`config.mk`:
```
export PLATFORM = sky130hd
export DESIGN_NAME = hex_link_frame_receiver_unit
export DESIGN_NICKNAME = d
export VERILOG_FILES = /design/src/design/hlfr_pkg.sv /design/src/design/hlfr_front.sv /design/src/design/hlfr_queue.sv /design/src/design/hlfr_back.sv /design/src/design/hex_link_frame_receiver_unit.sv
export SDC_FILE = /design/constraint.sdc
export NUM_CORES = 1
export LEC_CHECK = 0
export ABC_AREA = 1
export BUFFER_PORTS_ARGS = -buffer_cell sky130_fd_sc_hd__buf_2
export CAP_MARGIN = 0
export CORE_MARGIN = 5
export CORE_UTILIZATION = 55
export CTS_BUF_LIST = sky130_fd_sc_hd__clkbuf_2
export DETAILED_ROUTE_END_ITERATION = 10
export PLACE_DENSITY = 0.79
export RECOVER_POWER = 50
export SKIP_CTS_REPAIR_TIMING = 1
export SLEW_MARGIN = 5
export SYNTH_ARGS = -nofsm -noshare
export SYNTH_HDL_FRONTEND = slang
export SYNTH_SLANG_ARGS = --single-unit
export TNS_END_PERCENT = 10
```
`constraint.sdc`:
```
create_clock -name i_clk -period 9.55 [get_ports i_clk]
set_clock_uncertainty 0.2 [all_clocks]
set_input_delay 1.91 -clock i_clk [delete_from_list [all_inputs] [get_ports i_clk]]
set_output_delay 1.91 -clock i_clk [all_outputs]
set_load 0.02 [all_outputs]
```
`src/design/hlfr_pkg.sv`:
```
// ----------------------------------------------------------------------------
// hlfr_pkg
// Types, constants and helper functions shared by the hex link frame receiver.
// ----------------------------------------------------------------------------
package hlfr_pkg;

    localparam int unsigned CHAR_W      = 8;
    localparam int unsigned BYTE_W      = 8;
    localparam int unsigned WORD_W      = 16;
    localparam int unsigned SYNC_W      = 32;
    localparam int unsigned COUNT_W     = 17;
    localparam int unsigned OUT_TDATA_W = 40;

    localparam logic [SYNC_W-1:0]  SYNC_RESET = 32'hdcc0_23c2;
    localparam logic [BYTE_W-1:0]  ACK_FLAG   = 8'h80;
    localparam logic [BYTE_W-1:0]  LAST_ID_RESET = 8'h01;

    // byte positions within the frame header
    localparam logic [COUNT_W-1:0] IDX_SYNC_END = 17'd4;
    localparam logic [COUNT_W-1:0] IDX_LEN_HI   = 17'd8;
    localparam logic [COUNT_W-1:0] IDX_LEN_LO   = 17'd9;
    localparam logic [COUNT_W-1:0] IDX_CK_HI    = 17'd10;
    localparam logic [COUNT_W-1:0] IDX_CK_LO    = 17'd11;
    localparam logic [COUNT_W-1:0] IDX_ID       = 17'd12;
    localparam logic [COUNT_W-1:0] IDX_FLAG     = 17'd13;
    localparam logic [COUNT_W-1:0] IDX_PAYLOAD  = 17'd14;

    typedef enum logic [1:0] {
        VERDICT_BAD       = 2'd0,
        VERDICT_WRONG_ID  = 2'd1,
        VERDICT_ACCEPTED  = 2'd2,
        VERDICT_DUPLICATE = 2'd3
    } t_verdict;

    typedef struct packed {
        logic              first;
        logic [BYTE_W-1:0] value;
    } t_byte_req;

    typedef struct packed {
        logic              payload_valid;
        logic [BYTE_W-1:0] payload_byte;
        logic              frame_done;
        t_verdict          verdict;
        logic              ack_send;
        logic [BYTE_W-1:0] ack_id;
        logic [WORD_W-1:0] ack_checksum;
    } t_result;

    function automatic logic [3:0] hex_nibble(input logic [CHAR_W-1:0] c);
        logic [3:0] n;
        n = 4'd0;
        if (c >= 8'h30 && c <= 8'h39) begin
            n = c[3:0];
        end else if ((c >= 8'h61 && c <= 8'h66) || (c >= 8'h41 && c <= 8'h46)) begin
            n = c[3:0] + 4'd9;
        end
        return n;
    endfunction

    function automatic logic [WORD_W-1:0] ones_add(input logic [WORD_W-1:0] a,
                                                   input logic [WORD_W-1:0] b);
        logic [WORD_W:0] s;
        s = {1'b0, a} + {1'b0, b};
        return s[WORD_W-1:0] + {{(WORD_W-1){1'b0}}, s[WORD_W]};
    endfunction

endpackage

```
`src/design/hlfr_front.sv`:
```
// ----------------------------------------------------------------------------
// hlfr_front
// Accepts hex characters, pairs nibbles into bytes and marks frame starts.
// ----------------------------------------------------------------------------
module hlfr_front (
    input  logic                         i_clk,
    input  logic                         i_rst_n,
    input  logic                         i_char_valid,
    output logic                         o_char_ready,
    input  logic [hlfr_pkg::CHAR_W-1:0]  i_char,
    input  logic                         i_start,
    input  logic                         i_q_full,
    output logic                         o_push,
    output hlfr_pkg::t_byte_req          o_push_req
);

    logic       r_in_frame, n_in_frame;
    logic       r_phase, n_phase;
    logic       r_first, n_first;
    logic [3:0] r_high, n_high;
    logic [3:0] nib;
    logic       accept;

    assign o_char_ready = !i_q_full;
    assign accept       = i_char_valid && !i_q_full;
    assign nib          = hlfr_pkg::hex_nibble(i_char);

    always_comb begin
        n_in_frame       = r_in_frame;
        n_phase          = r_phase;
        n_first          = r_first;
        n_high           = r_high;
        o_push           = 1'b0;
        o_push_req.first = r_first;
        o_push_req.value = {r_high, nib};
        if (accept) begin
            if (i_start) begin
                n_in_frame = 1'b1;
                n_phase    = 1'b1;
                n_first    = 1'b1;
                n_high     = nib;
            end else if (r_in_frame) begin
                if (!r_phase) begin
                    n_phase = 1'b1;
                    n_high  = nib;
                end else begin
                    o_push  = 1'b1;
                    n_phase = 1'b0;
                    n_first = 1'b0;
                end
            end
        end
    end

    always_ff @(posedge i_clk) begin
        if (!i_rst_n) begin
            r_in_frame <= 1'b0;
            r_phase    <= 1'b0;
            r_first    <= 1'b0;
            r_high     <= 4'd0;
        end else begin
            r_in_frame <= n_in_frame;
            r_phase    <= n_phase;
            r_first    <= n_first;
            r_high     <= n_high;
        end
    end

endmodule

```
`src/design/hlfr_queue.sv`:
```
// ----------------------------------------------------------------------------
// hlfr_queue
// Short first-in first-out queue of byte requests between front and back.
// ----------------------------------------------------------------------------
module hlfr_queue #(
    parameter int unsigned DEPTH = 4
) (
    input  logic                i_clk,
    input  logic                i_rst_n,
    input  logic                i_push,
    input  hlfr_pkg::t_byte_req i_push_req,
    output logic                o_full,
    input  logic                i_pop,
    output logic                o_valid,
    output hlfr_pkg::t_byte_req o_head
);

    localparam int unsigned PTR_W = (DEPTH > 1) ? $clog2(DEPTH) : 1;
    localparam int unsigned CNT_W = $clog2(DEPTH + 1);
    localparam logic [PTR_W-1:0] PTR_LAST = PTR_W'(DEPTH - 1);
    localparam logic [CNT_W-1:0] CNT_FULL = CNT_W'(DEPTH);

    hlfr_pkg::t_byte_req r_mem [DEPTH];
    logic [PTR_W-1:0]    r_wr_ptr, n_wr_ptr;
    logic [PTR_W-1:0]    r_rd_ptr, n_rd_ptr;
    logic [CNT_W-1:0]    r_count, n_count;
    logic                do_push, do_pop;

    assign o_full  = (r_count == CNT_FULL);
    assign o_valid = (r_count != '0);
    assign o_head  = r_mem[r_rd_ptr];
    assign do_push = i_push && !o_full;
    assign do_pop  = i_pop && o_valid;

    always_comb begin
        n_wr_ptr = r_wr_ptr;
        n_rd_ptr = r_rd_ptr;
        n_count  = r_count;
        if (do_push) begin
            n_wr_ptr = (r_wr_ptr == PTR_LAST) ? '0 : r_wr_ptr + 1'b1;
        end
        if (do_pop) begin
            n_rd_ptr = (r_rd_ptr == PTR_LAST) ? '0 : r_rd_ptr + 1'b1;
        end
        if (do_push && !do_pop) begin
            n_count = r_count + 1'b1;
        end else if (!do_push && do_pop) begin
            n_count = r_count - 1'b1;
        end
    end

    always_ff @(posedge i_clk) begin
        if (!i_rst_n) begin
            r_wr_ptr <= '0;
            r_rd_ptr <= '0;
            r_count  <= '0;
        end else begin
            r_wr_ptr <= n_wr_ptr;
            r_rd_ptr <= n_rd_ptr;
            r_count  <= n_count;
        end
    end

    always_ff @(posedge i_clk) begin
        if (do_push) begin
            r_mem[r_wr_ptr] <= i_push_req;
        end
    end

endmodule

```
`src/design/hlfr_back.sv`:
```
// ----------------------------------------------------------------------------
// hlfr_back
// Parses frame bytes, sums the checksum, gives the verdict and holds results.
// ----------------------------------------------------------------------------
module hlfr_back (
    input  logic                              i_clk,
    input  logic                              i_rst_n,
    input  logic                              i_cfg_we,
    input  logic [hlfr_pkg::SYNC_W-1:0]       i_cfg_wdata,
    input  logic                              i_q_valid,
    input  hlfr_pkg::t_byte_req               i_q_head,
    output logic                              o_pop,
    output logic                              o_res_valid,
    input  logic                              i_res_ready,
    output hlfr_pkg::t_result                 o_res
);

    localparam int unsigned BW = hlfr_pkg::BYTE_W;
    localparam int unsigned WW = hlfr_pkg::WORD_W;
    localparam int unsigned CW = hlfr_pkg::COUNT_W;

    logic [hlfr_pkg::SYNC_W-1:0] r_sync_word;
    logic [WW-1:0] r_ss1, r_ss2, r_ss3;

    logic          r_in_frame;
    logic [CW-1:0] r_byte_count;
    logic          r_sync_ok;
    logic [WW-1:0] r_frame_length;
    logic [WW-1:0] r_rx_checksum;
    logic [BW-1:0] r_frame_id;
    logic [WW-1:0] r_running_sum;
    logic [BW-1:0] r_pending;
    logic [BW-1:0] r_last_id;
    logic          r_expected_id;
    logic [WW-1:0] r_last_checksum;
    logic          r_out_valid;
    hlfr_pkg::t_result r_out;

    logic          n_in_frame;
    logic [CW-1:0] n_byte_count;
    logic          n_sync_ok;
    logic [WW-1:0] n_frame_length;
    logic [WW-1:0] n_rx_checksum;
    logic [BW-1:0] n_frame_id;
    logic [WW-1:0] n_running_sum;
    logic [BW-1:0] n_pending;
    logic [BW-1:0] n_last_id;
    logic          n_expected_id;
    logic [WW-1:0] n_last_checksum;
    logic          n_out_valid;
    hlfr_pkg::t_result n_out;

    logic          live;
    logic [CW-1:0] idx;
    logic [WW-1:0] base_sum;
    logic          base_sync_ok;
    logic [BW-1:0] b, sb, sync_byte;
    logic          is_payload, is_done;
    logic [WW-1:0] add_word, sum_new;
    logic [WW-1:0] ack_ck;
    hlfr_pkg::t_verdict verdict;

    assign o_pop       = i_q_valid && (!r_out_valid || i_res_ready);
    assign o_res_valid = r_out_valid;
    assign o_res       = r_out;

    assign b            = i_q_head.value;
    assign live         = i_q_head.first || r_in_frame;
    assign idx          = i_q_head.first ? '0 : r_byte_count;
    assign base_sum     = i_q_head.first ? '0 : r_running_sum;
    assign base_sync_ok = i_q_head.first ? 1'b1 : r_sync_ok;
    assign sb           = (idx == hlfr_pkg::IDX_CK_HI || idx == hlfr_pkg::IDX_CK_LO) ? '0 : b;
    assign is_payload   = (idx >= hlfr_pkg::IDX_PAYLOAD);
    assign is_done      = (idx >= hlfr_pkg::IDX_FLAG)
                       && (idx == hlfr_pkg::IDX_FLAG + {1'b0, r_frame_length});
    assign add_word     = idx[0] ? {r_pending, sb} : {sb, {BW{1'b0}}};
    assign sum_new      = hlfr_pkg::ones_add(base_sum, add_word);
    assign ack_ck       = ~hlfr_pkg::ones_add(r_ss3, {r_frame_id, hlfr_pkg::ACK_FLAG});

    always_comb begin
        case (idx[1:0])
            2'd0:    sync_byte = r_sync_word[31:24];
            2'd1:    sync_byte = r_sync_word[23:16];
            2'd2:    sync_byte = r_sync_word[15:8];
            default: sync_byte = r_sync_word[7:0];
        endcase
    end

    always_comb begin
        if (!r_sync_ok || r_rx_checksum != ~sum_new) begin
            verdict = hlfr_pkg::VERDICT_BAD;
        end else if (r_frame_id == r_last_id && r_rx_checksum == r_last_checksum) begin
            verdict = hlfr_pkg::VERDICT_DUPLICATE;
        end else if (r_frame_id != {{(BW-1){1'b0}}, r_expected_id}) begin
            verdict = hlfr_pkg::VERDICT_WRONG_ID;
        end else begin
            verdict = hlfr_pkg::VERDICT_ACCEPTED;
        end
    end

    always_comb begin
        n_in_frame      = r_in_frame;
        n_byte_count    = r_byte_count;
        n_sync_ok       = r_sync_ok;
        n_frame_length  = r_frame_length;
        n_rx_checksum   = r_rx_checksum;
        n_frame_id      = r_frame_id;
        n_running_sum   = r_running_sum;
        n_pending       = r_pending;
        n_last_id       = r_last_id;
        n_expected_id   = r_expected_id;
        n_last_checksum = r_last_checksum;
        n_out_valid     = r_out_valid && !i_res_ready;
        n_out           = r_out;

        if (o_pop && live) begin
            n_in_frame    = 1'b1;
            n_byte_count  = idx + 1'b1;
            n_sync_ok     = base_sync_ok;
            n_running_sum = base_sum;
            if (idx < hlfr_pkg::IDX_SYNC_END && b != sync_byte) begin
                n_sync_ok = 1'b0;
            end
            case (idx)
                hlfr_pkg::IDX_LEN_HI: n_frame_length = {b, {BW{1'b0}}};
                hlfr_pkg::IDX_LEN_LO: n_frame_length = {r_frame_length[WW-1:BW], b};
                hlfr_pkg::IDX_CK_HI:  n_rx_checksum  = {b, {BW{1'b0}}};
                hlfr_pkg::IDX_CK_LO:  n_rx_checksum  = {r_rx_checksum[WW-1:BW], b};
                hlfr_pkg::IDX_ID:     n_frame_id     = b;
                default: ;
            endcase
            if (idx[0] || is_done) begin
                n_running_sum = sum_new;
            end
            if (!idx[0]) begin
                n_pending = sb;
            end

            if (is_payload || is_done) begin
                n_out_valid         = 1'b1;
                n_out.payload_valid = is_payload;
                n_out.payload_byte  = is_payload ? b : '0;
                n_out.frame_done    = is_done;
                n_out.verdict       = is_done ? verdict : hlfr_pkg::VERDICT_BAD;
                n_out.ack_send      = 1'b0;
                n_out.ack_id        = '0;
                n_out.ack_checksum  = '0;
                if (is_done) begin
                    n_in_frame = 1'b0;
                    if (verdict == hlfr_pkg::VERDICT_ACCEPTED) begin
                        n_last_id       = r_frame_id;
                        n_last_checksum = r_rx_checksum;
                        n_expected_id   = !r_expected_id;
                    end
                    if (verdict == hlfr_pkg::VERDICT_ACCEPTED
                        || verdict == hlfr_pkg::VERDICT_DUPLICATE) begin
                        n_out.ack_send     = 1'b1;
                        n_out.ack_id       = r_frame_id;
                        n_out.ack_checksum = ack_ck;
                    end
                end
            end
        end
    end

    always_ff @(posedge i_clk) begin
        if (!i_rst_n) begin
            r_sync_word     <= hlfr_pkg::SYNC_RESET;
            r_in_frame      <= 1'b0;
            r_byte_count    <= '0;
            r_last_id       <= hlfr_pkg::LAST_ID_RESET;
            r_expected_id   <= 1'b0;
            r_last_checksum <= '0;
            r_out_valid     <= 1'b0;
        end else begin
            if (i_cfg_we) begin
                r_sync_word <= i_cfg_wdata;
            end
            r_in_frame      <= n_in_frame;
            r_byte_count    <= n_byte_count;
            r_last_id       <= n_last_id;
            r_expected_id   <= n_expected_id;
            r_last_checksum <= n_last_checksum;
            r_out_valid     <= n_out_valid;
        end
    end

    always_ff @(posedge i_clk) begin
        r_ss1          <= hlfr_pkg::ones_add(r_sync_word[31:16], r_sync_word[15:0]);
        r_ss2          <= hlfr_pkg::ones_add(r_ss1, r_sync_word[31:16]);
        r_ss3          <= hlfr_pkg::ones_add(r_ss2, r_sync_word[15:0]);
        r_sync_ok      <= n_sync_ok;
        r_frame_length <= n_frame_length;
        r_rx_checksum  <= n_rx_checksum;
        r_frame_id     <= n_frame_id;
        r_running_sum  <= n_running_sum;
        r_pending      <= n_pending;
        r_out          <= n_out;
    end

endmodule

```
`src/design/hex_link_frame_receiver_unit.sv`:
```
// ----------------------------------------------------------------------------
// hex_link_frame_receiver_unit
// Receives hex-encoded link frames, streams payload and reports the verdict.
// ----------------------------------------------------------------------------
// Takes one hex character per cycle while the queue has room. The front pairs
// characters into bytes and hands them through a QUEUE_DEPTH-entry queue to the
// back, which parses the header, keeps the ones'-complement sum and, on the last
// byte, gives the verdict and the acknowledgement request in the same cycle as
// one word add and compare. s_axis_tready falls only while the queue is full,
// which happens only when the result side stalls. Each byte is written to
// the queue when the character completing it is accepted, and its result is
// registered in the back when it is popped. Acknowledgement checksums follow
// a new sync word once the write has passed through r_ss1, r_ss2 and r_ss3.
module hex_link_frame_receiver_unit #(
    parameter int unsigned QUEUE_DEPTH = 4
) (
    input  logic                                i_clk,
    input  logic                                i_rst_n,
    input  logic                                i_cfg_we,
    input  logic [hlfr_pkg::SYNC_W-1:0]         i_cfg_wdata,
    input  logic                                s_axis_tvalid,
    output logic                                s_axis_tready,
    input  logic [hlfr_pkg::CHAR_W-1:0]         s_axis_tdata,   // [7:0] link_char
    input  logic                                s_axis_tuser,   // [0] frame_start
    output logic                                m_axis_tvalid,
    input  logic                                m_axis_tready,
    // [7:0] payload_byte, [9:8] verdict, [10] ack_send, [18:11] ack_id,
    // [34:19] ack_checksum, [39:35] zero
    output logic [hlfr_pkg::OUT_TDATA_W-1:0]    m_axis_tdata,
    output logic                                m_axis_tlast,   // frame_done
    output logic                                m_axis_tuser    // [0] payload_valid
);

    localparam int unsigned PAD_W = hlfr_pkg::OUT_TDATA_W - hlfr_pkg::WORD_W
                                  - 2 * hlfr_pkg::BYTE_W - 3;

    logic                push, q_full, q_valid, pop;
    hlfr_pkg::t_byte_req push_req, q_head;
    hlfr_pkg::t_result   res;

    hlfr_front u_front (
        .i_clk        (i_clk),
        .i_rst_n      (i_rst_n),
        .i_char_valid (s_axis_tvalid),
        .o_char_ready (s_axis_tready),
        .i_char       (s_axis_tdata),
        .i_start      (s_axis_tuser),
        .i_q_full     (q_full),
        .o_push       (push),
        .o_push_req   (push_req)
    );

    hlfr_queue #(
        .DEPTH (QUEUE_DEPTH)
    ) u_queue (
        .i_clk      (i_clk),
        .i_rst_n    (i_rst_n),
        .i_push     (push),
        .i_push_req (push_req),
        .o_full     (q_full),
        .i_pop      (pop),
        .o_valid    (q_valid),
        .o_head     (q_head)
    );

    hlfr_back u_back (
        .i_clk       (i_clk),
        .i_rst_n     (i_rst_n),
        .i_cfg_we    (i_cfg_we),
        .i_cfg_wdata (i_cfg_wdata),
        .i_q_valid   (q_valid),
        .i_q_head    (q_head),
        .o_pop       (pop),
        .o_res_valid (m_axis_tvalid),
        .i_res_ready (m_axis_tready),
        .o_res       (res)
    );

    assign m_axis_tdata = {{PAD_W{1'b0}}, res.ack_checksum, res.ack_id, res.ack_send,
                           res.verdict, res.payload_byte};
    assign m_axis_tlast = res.frame_done;
    assign m_axis_tuser = res.payload_valid;

endmodule

```
; Word level (Yosys, flattened, before mapping)
; Memories as Yosys holds them, arrays and structs flattened. A register that Yosys moved wholly into a read port is not among the register bits.
; Index checks and enable logic that the tools add are counted.
[word_totals]
reg_bits = 240
mem_bits_rw = 36
inputBits = 46
out_inout_bits = 44
elab_cells = 174
mem_count = 1
[mem_list]
columns = name, words, width, read_ports, rd_clocked_by_memory_dff, wr, line_no
row1 = u_queue.r_mem, 4, 9, 1, 1, 1, hlfr_queue.sv:23  ; hlfr_pkg::t_byte_req r_mem [DEPTH];
[classes]
n_addsub = 17
order_cmp = 9
n_eq_ne = 19
muxes = 40
bitwise_logic = 5
reduce_logical = 51
[op_table]
columns = cell, n
row1 = adder 16 x 16 -> 17 bit, 5
row2 = "equality test 17 x 4 -> 1 bit, second input constant", 5
row3 = adder 16 x 1 -> 16 bit, 5
row4 = one-hot mux 16 bit (2 select lines), 2
row5 = 2-to-1 mux 16 bit, 3
row6 = ">= comparator 17 x 4 -> 1 bit, second input constant", 2
row7 = NOT 16 bit, 2
row8 = 2-to-1 mux 25 bit, 1
row9 = one-hot mux 8 bit (3 select lines), 1
row10 = 2-to-1 mux 4 bit, 5
row11 = AND reduction 2 bit, 9
row12 = "adder 17 x 1 -> 17 bit, second input constant", 1
row13 = "adder 4 x 16 -> 17 bit, first input constant", 1
row14 = equality test 17 bit, 1
row15 = "less-than comparator 17 x 3 -> 1 bit, second input constant", 1
row16 = 2-to-1 mux 1 bit, 17
row17 = 2-to-1 mux 17 bit, 1
row18 = equality test 16 bit, 1
row19 = ">= comparator 8 x 7 -> 1 bit, second input constant", 2
row20 = "less-or-equal comparator 8 x 7 -> 1 bit, second input constant", 2
row21 = != test 16 bit, 1
row22 = logical AND 1 bit, 14
row23 = 2-to-1 mux 2 bit, 7
row24 = AND reduction 3 bit, 4
row25 = other kinds (22), 48

; Longest topological paths before layout
; Gate-level depths: netlist of the first run.
[depth]
depth_word = 14
depth_mapped = 50
mapped_depth_nobuf = 47

; Modules after synthesis
; From an unflattened synthesis of the first run, not the netlist that was laid out.
[unflattened]
cells_unflattened = 2303
area_unflattened_um2 = 17503.0
[modules_own_cells]
columns = module, instances, cells_each, area_per_inst_um2, seq_area_each_um2
row1 = hlfr_back, 1, 2062, 14989.4, 5545.3
row2 = hlfr_queue, 1, 157, 1960.6, 1261.2
row3 = hlfr_front, 1, 78, 511.7, 140.1
row4 = hex_link_frame_receiver_unit, 1, 6, 41.3, 0.0

; Worst setup path before layout of the first run
; No wires, ideal clock.
[synth_timing]
path_kind = register -> register
startpoint = register with a tool-made name
endpoint = register u_back.r_out (netlist bit u_back.o_res[10]), data pin
setup_ns = 0.138
t_arrival_ns = 5.449
t_required_ns = 9.212
slack_ns = 3.763
path_stages_with_launch = 49
n_path_buf = 4
synth_period_minus_slack_ns = 5.787
cell_sequence = dfxtp_1 -> buf_6 -> inv_4 -> nand2_1 -> nand3_1 -> nand2_1 -> buf_6 -> buf_6 -> o31ai_1 -> nand2_1 -> nor2_1 -> nand2_1 -> nor2_1 -> nand3_1 -> inv_1 -> nor2_1 -> nand2_1 -> nor2_1 -> [13 not listed] -> ha_1 -> inv_1 -> nor2_1 -> nand3_1 -> nor2_1 -> nand2_1 -> nor2_1 -> nand2_1 -> nand2_1 -> nand2_1 -> nand2_1 -> nand2_1 -> nor2_1 -> nand3_2 -> nor2_8 -> nand3_2 -> buf_2 -> nor2_1
[synth_rtl]
columns = element, line_no
row1 = "end signal, assigned", hlfr_back.sv:198  ; r_out <= n_out;
row2 = "end, declared", hlfr_back.sv:37  ; hlfr_pkg::t_result r_out;

==> results of run 1 <==
## state kept, by name, indices dropped and copies added, names as in the netlist, 16 cells and up, named ones only
name and flops:
u_back.r_last_checksum 16, u_back.r_sync_word 32, u_back.r_frame_length 16, u_back.r_ss3 16, u_back.r_running_sum 16, u_back.r_byte_count 17, u_back.r_rx_checksum 16, u_back.r_ss2 16
u_back.r_ss1 16, u_back.o_res 37, u_queue.r_mem 36
## power groups by stage
stage	combinational, mW	sequential [mW]	clock (mW)
5_1_grt	2.68	1.62	0.971
4_1_cts	2.35	1.60	0.896
3_3_place_gp	2.28	1.62	0
3_5_place_dp	2.34	1.62	0
6_report	2.38	1.60	0.874
2_1_floorplan	1.81	1.58	0
## routing by layer
layer	part of all wire (%)	GRT usage, %	vias to the layer above
met5	0.030	0	-
met4	3.5	10.63	2
met3	8.5	4.811	126
met2	45	39.95	653
met1	43	33.20	6810
li1	-	-	7408
## path summary, 6_finish.rpt
check | from | to | slack, ns | cells after the start
worst max-delay path | flop | u_back.o_res[3] | 1.14 | 42
worst min-delay path | u_back.r_last_id[5] | u_back.r_last_id[5] | 0.25 | 2
worst max register to register | flop | u_back.o_res[3] | 1.14 | 42
worst min register to register | u_back.r_last_id[5] | u_back.r_last_id[5] | 0.25 | 2
## kinds of logic after synthesis
family / count (synthesis) / share of synthesized area [%]
xor gates and xnor gates: 147 / 7.697
DFF: 278 / 41.09
other: 1 / 0.02218
adders and majority gates: 103 / 7.890
AOI/OAI and AO/OA: 261 / 8.586
and+or+nand+nor: 1043 / 26.59
buffers and inverters: 348 / 8.119
## critical path: cells and delay by family (launching register included)
family / cells / cell delay [ns]
flops: 1 / 0.76
compound gates: 3 / 0.51
fa+ha+maj: 5 / 1.39
buf+inv: 7 / 1.14
simple gates: 27 / 4.22
## Yosys cell counts (all sizes together) (6+ instances only)
cell type  count
nor3          34
or2            8
xnor2         39
nor2         274
a32oi          8
o21bai        12
o21ai         87
fa             6
nand2        509
buf           20
inv          303
xor2         107
nor4          16
a21oi        120
ha            97
dfxtp        140
nand4         47
edfxtp       138
nand3b         8
clkbuf        24
nand3        142
## per-stage QoR
step	total power, mW	util, %	hold slack, ns	setup slack, ns
floorplan	3.393	-	0.2285	3.763
global placement	3.899	57.99	0.2391	1.571
detailed placement	3.961	57.99	0.2409	1.324
CTS	4.844	60.32	0.2537	1.277
global route	5.269	60.14	0.2663	0.2403
finish	4.854	60.14	0.2522	1.136
## final cells by class
type	count	area [sq um]
Clock buffer	108	540.5
Fill cell	2704	12130
Tap cell	396	495.5
Antenna cell	2	5.005
Inverter	304	1144
Timing Repair Buffer	89	395.4
Clock inverter	22	168.9
Multi-Input combinational cell	1559	8603
Sequential cell	278	6947
==> flow_summary_export.csv, run 1 <==
group,metric,value,unit
worst_setup_path,critical_path_class,"flop to flop",
global_route,antenna_found_initial,2,
sta,finalHoldViolations,0,
sta,fin_tns_setup,0,ns
die,placementRows,64,
power_and_ir_drop,vdd_drop_max,0.1328,mV
worst_setup_path,arrival,8.85,ns
cts,clk_latency,0.85,ns
synth,ys_ff_latch,278,
global_route,grt_pass1_wl,69480,um
sta,slew_headroom,-96.79,%
die,initial_core_util,55.56,%
die,pin_count,90,
power_and_ir_drop,cellPowerDensity,265.3,nW/um^2
routing,drtAntennaViolNets,0,
final_layout,nets,2453,
worst_setup_path,endpoint_kind,"flop",
worst_setup_path,critPathMaxFanout,26,
power_and_ir_drop,power.leakage,8.708,nW
power_and_ir_drop,pwr-share-clk,18.0,%
power_and_ir_drop,comb_power_share,49.1,%
placement,dpl-instance-area,17650,sq um
worst_setup_path,critPathMaxStageDelay,0.76,ns
synth,async_flop_share,0,%
cts,cts_buffer_depth,3,
final_layout,final_area,18300,sq um
synth,ys_seq_area_share,41.09,%
synth,synth_cells,2181,
worst_setup_path,cp_slowest_cell,"dfxtp_1",
worst_setup_path,cp_common_cell,"nand2_1",
cts,cts_tree,"done",
die,die_area,34340,sq um
cts,clkTransAtPathRegs,0.09,ns
placement,place_inst,2626,
placement,gp_congestion,1.012,
synth,yosysWarningCount,0,
power_and_ir_drop,p_sw_share,45.67,%
sta,fin_crit_sh,88.11,%
cts,cts_root_buf,"clkbuf_2",
routing,drc,0,
die,coreArea,30430,sq um
cts,cts.sinks,278,
status,violations,"capacitance limit, slew limit",
routing,vias,14999,
synth,syn_avg_cell_area,7.751,sq um
power_and_ir_drop,pwr-share-seq,32.9,%
placement,io_buffers,84,
status,status,"finished, violations left",
sta,fmax,118.8,MHz
cts,cts_htree_levels,3,
sta,period_minus_slack,8.414,ns
worst_setup_path,startpoint_type,"flop",
sta,setup_viol,0,
synth,synth_edf_count,138,
power_and_ir_drop,power.internal,2.637,mW
die,die_h,185.3,um
global_route,grt_start_max_net_pins,66,
global_route,grt_usage,24.95,%
final_layout,syn_to_final_growth,8.245,%
synth,synth.largest_area_cell,"edfxtp_1",
sta,drv_slew,96,
synth,ys_top_cells_by_area,"edfxtp_1, dfxtp_1, nand2_1",
global_route,grt_pass1_vias,14470,
sta,worst_slew_pin_slew,2.952,ns
routing,wl,42840,um
synth,syn_area,16900,sq um
synth,synth_top_area_share,24.51,%
power_and_ir_drop,power.net_switching,2.217,mW
final_layout,final_cell_mix,"nand2_1, inv_1, nor2_1, dfxtp_1, edfxtp_1",
final_layout,finalNonFillerCells,2758,
final_layout,drive_gt1_share,8.814,%
worst_setup_path,cp.required,9.99,ns
synth,ys_types,57,
routing,wl_per_cell,15.53,um
global_route,overflow,0,
routing,vias_per_cell,5.438,
sta,rsz0062_at_grt,"no",
final_layout,final_common_cell,"nand2_1",
placement,dp.final_hpwl,32610,um
job,max_cap_violations,2,
cts,cts_inserted_buffers,72,
routing,first_pass_iters,8,
synth,synthFlopType,"dfxtp_1",
routing,drtIter0Drc,1384,
hold_path,min_path_type,"flop to flop",
die,fp.dieW,185.3,um
No activity file was read; power rests on OpenSTA's default activity.
==> inputs of run 2 (changes only) <==
Settings changed: SYNTH_HIERARCHICAL from default to 1.
Clock period 9.55 ns to 10.77 ns, I/O delays scaled along.
==> run 2 against run 1 <==
  * The run still ends with capacitance limit, slew limit left
  * Sequential power is 21% lower
  * Die area up 3.3%
  * Design area grew 2.6%
  * Register-to-register slack improved by 0.74 ns
  * Sequential cell count is the same
  * Worst hold slack better by 0.028 ns
  * Sequential share of layout area down 0.96 points
  * Power down 41%
==> flow_summary_export.csv, run 2 <==
group,metric,value,unit
status,status,"finished, violations left",
status,violations,"capacitance limit, slew limit",
worst_setup_path,cp.required,11.21,ns
synth,synth_edf_count,138,
final_layout,fillerInstances,2850,
sta,fmax,112.5,MHz
synth,yosys-top-cells-count,"nand2_1, inv_1, nor2_1",
worst_setup_path,critPathMaxFanout,26,
die,coreArea,31470,sq um
die,die_area,35490,sq um
synth,synthFlopType,"dfxtp_1",
placement,dpl-instance-area,18210,sq um
synth,ys_ff_latch,278,
worst_setup_path,r2r_slack,1.88,ns
cts,clkTransAtPathRegs,0.10,ns
sta,fin_tns_setup,0,ns
placement,place_inst,2754,
routing,wl,44650,um
synth,async_flop_share,0,%
job,max_cap_violations,2,
sta,slew_headroom,-24.91,%
sta,worst_slew_pin_slew,1.874,ns
cts,cts_tree,"done",
power_and_ir_drop,p_total,2.849,mW
final_layout,multi_input_area,8885,sq um
routing,wl_per_cell,15.49,um
final_layout,final_area,18770,sq um
die,fp.dieW,188.4,um
final_layout,drive_gt1_share,10.93,%
die,die_h,188.4,um
worst_setup_path,critPathMaxStageDelay,0.82,ns
synth,yosysWarningCount,6,
placement,io_buffers,84,
routing,drtIter0Drc,1133,
die,initial_core_util,55.61,%
sta,fin_crit_sh,82.55,%
global_route,antenna_found_initial,1,
cts,cts_root_buf,"clkbuf_2",
worst_setup_path,cp_common_cell,"nand2_1",
final_layout,nets,2573,
final_layout,syn_to_final_growth,7.249,%
sta,setup_viol,0,
synth,syn_area,17500,sq um
routing,drc,0,
sta,period_minus_slack,8.890,ns
global_route,grt_pass1_vias,14820,
cts,cts_buffer_depth,3,
sta,rsz0062_at_grt,"no",
global_route,grt_start_max_net_pins,42,
synth,syn_avg_cell_area,7.600,sq um
final_layout,largest_reg_flops,37,
routing,drtAntennaViolNets,0,
hold_path,min_path_type,"flop to flop",
synth,ys_top_cells_by_area,"edfxtp_1, dfxtp_1, nand2_1",
cts,clk_latency,0.88,ns
sta,drv_slew,81,
final_layout,fin_util,59.64,%
sta,hold_slack,0.2806,ns
sta,finalHoldViolations,0,
power_and_ir_drop,cellPowerDensity,151.8,nW/um^2
cts,cts_inserted_buffers,71,
synth,synth.largest_area_cell,"edfxtp_1",
worst_setup_path,critical_path_class,"flop to flop",
die,placementRows,65,
synth,yosysMostFrequentCell,"nand2_1",
cts,cts_htree_levels,3,
synth,ys_seq_area_share,39.69,%
global_route,grt_usage,24.59,%
final_layout,final_cell_mix,"nand2_1, inv_1, nor2_1, nand3_1, dfxtp_1",
global_route,grt_pass1_wl,71180,um
synth,ys_types,55,
final_layout,finalNonFillerCells,2883,
routing,vias,15525,
placement,gp_congestion,0.9610,
synth,synth_top_area_share,23.68,%
worst_setup_path,endpoint_kind,"flop",
synth,synth_cells,2303,
placement,pre_cts_ws,2.992,ns
sta,layout_setup_ws,1.880,ns
placement,dp.final_hpwl,34490,um
power_and_ir_drop,power.leakage,9.155,nW
worst_setup_path,startpoint_type,"flop",
routing,vias_per_cell,5.385,
final_layout,regArea,6947,sq um
die,pin_count,90,
cts,cts.sinks,278,
routing,first_pass_iters,6,
worst_setup_path,arrival,9.33,ns
global_route,overflow,0,
final_layout,final_common_cell,"nand2_1",
worst_setup_path,cp_slowest_cell,"clkinvlp_2",
power_and_ir_drop,vdd_drop_max,0.08286,mV
[run 2: path summary, 6_finish.rpt]
path	cells after the start	end	startpoint
max	41	u_back/o_res[7]	flop
min	0	u_queue/r_mem[3][4]	u_front/r_high[0]
max reg2reg	41	u_back/o_res[7]	flop
min reg2reg	0	u_queue/r_mem[3][4]	u_front/r_high[0]
[run 2: logic make-up after synthesis]
logic type	count (synthesis)	share of synthesized area, %
flops	278	39.69
buf+inv	407	9.343
other cells	1	0.02142
xor+xnor	127	6.355
compound gates	247	8.114
simple gates	1141	28.93
fa+ha+maj	102	7.549
[run 2: layout make-up]
type / instances / area share (%)
well taps: 402 / 2.679
flip-flops and latches: 278 / 37.01
clock buffers: 101 / 2.693
inverters: 363 / 7.265
diodes: 1 / 0.01333
repair buffers: 89 / 2.113
clock inverters: 27 / 0.8998
multi-input cells: 1622 / 47.33
[run 2: report_power, final]
part           switching, mW  total [mW]  internal, mW
combinational          0.531       0.853         0.323
sequential            0.0632        1.27          1.20
clock                  0.426       0.729         0.303
total                   1.02        2.85          1.83
[run 2: metal layers]
layer | wire, um | vias up | track usage [%]
met4 | 1923 | 0 | 11.77
met1 | 17650 | 7051 | 28.84
met3 | 3152 | 143 | 4.576
met2 | 21920 | 602 | 43.46
met5 | 0 | - | 0
li1 | - | 7729 | -
[run 2: critical path, delay by kind of cell, from the launching register on]
family	cells	cell delay [ns]
compound gates	4	0.81
simple gates	28	4.10
flops	1	0.73
fa+ha+maj	4	1.22
buf+inv	5	1.56
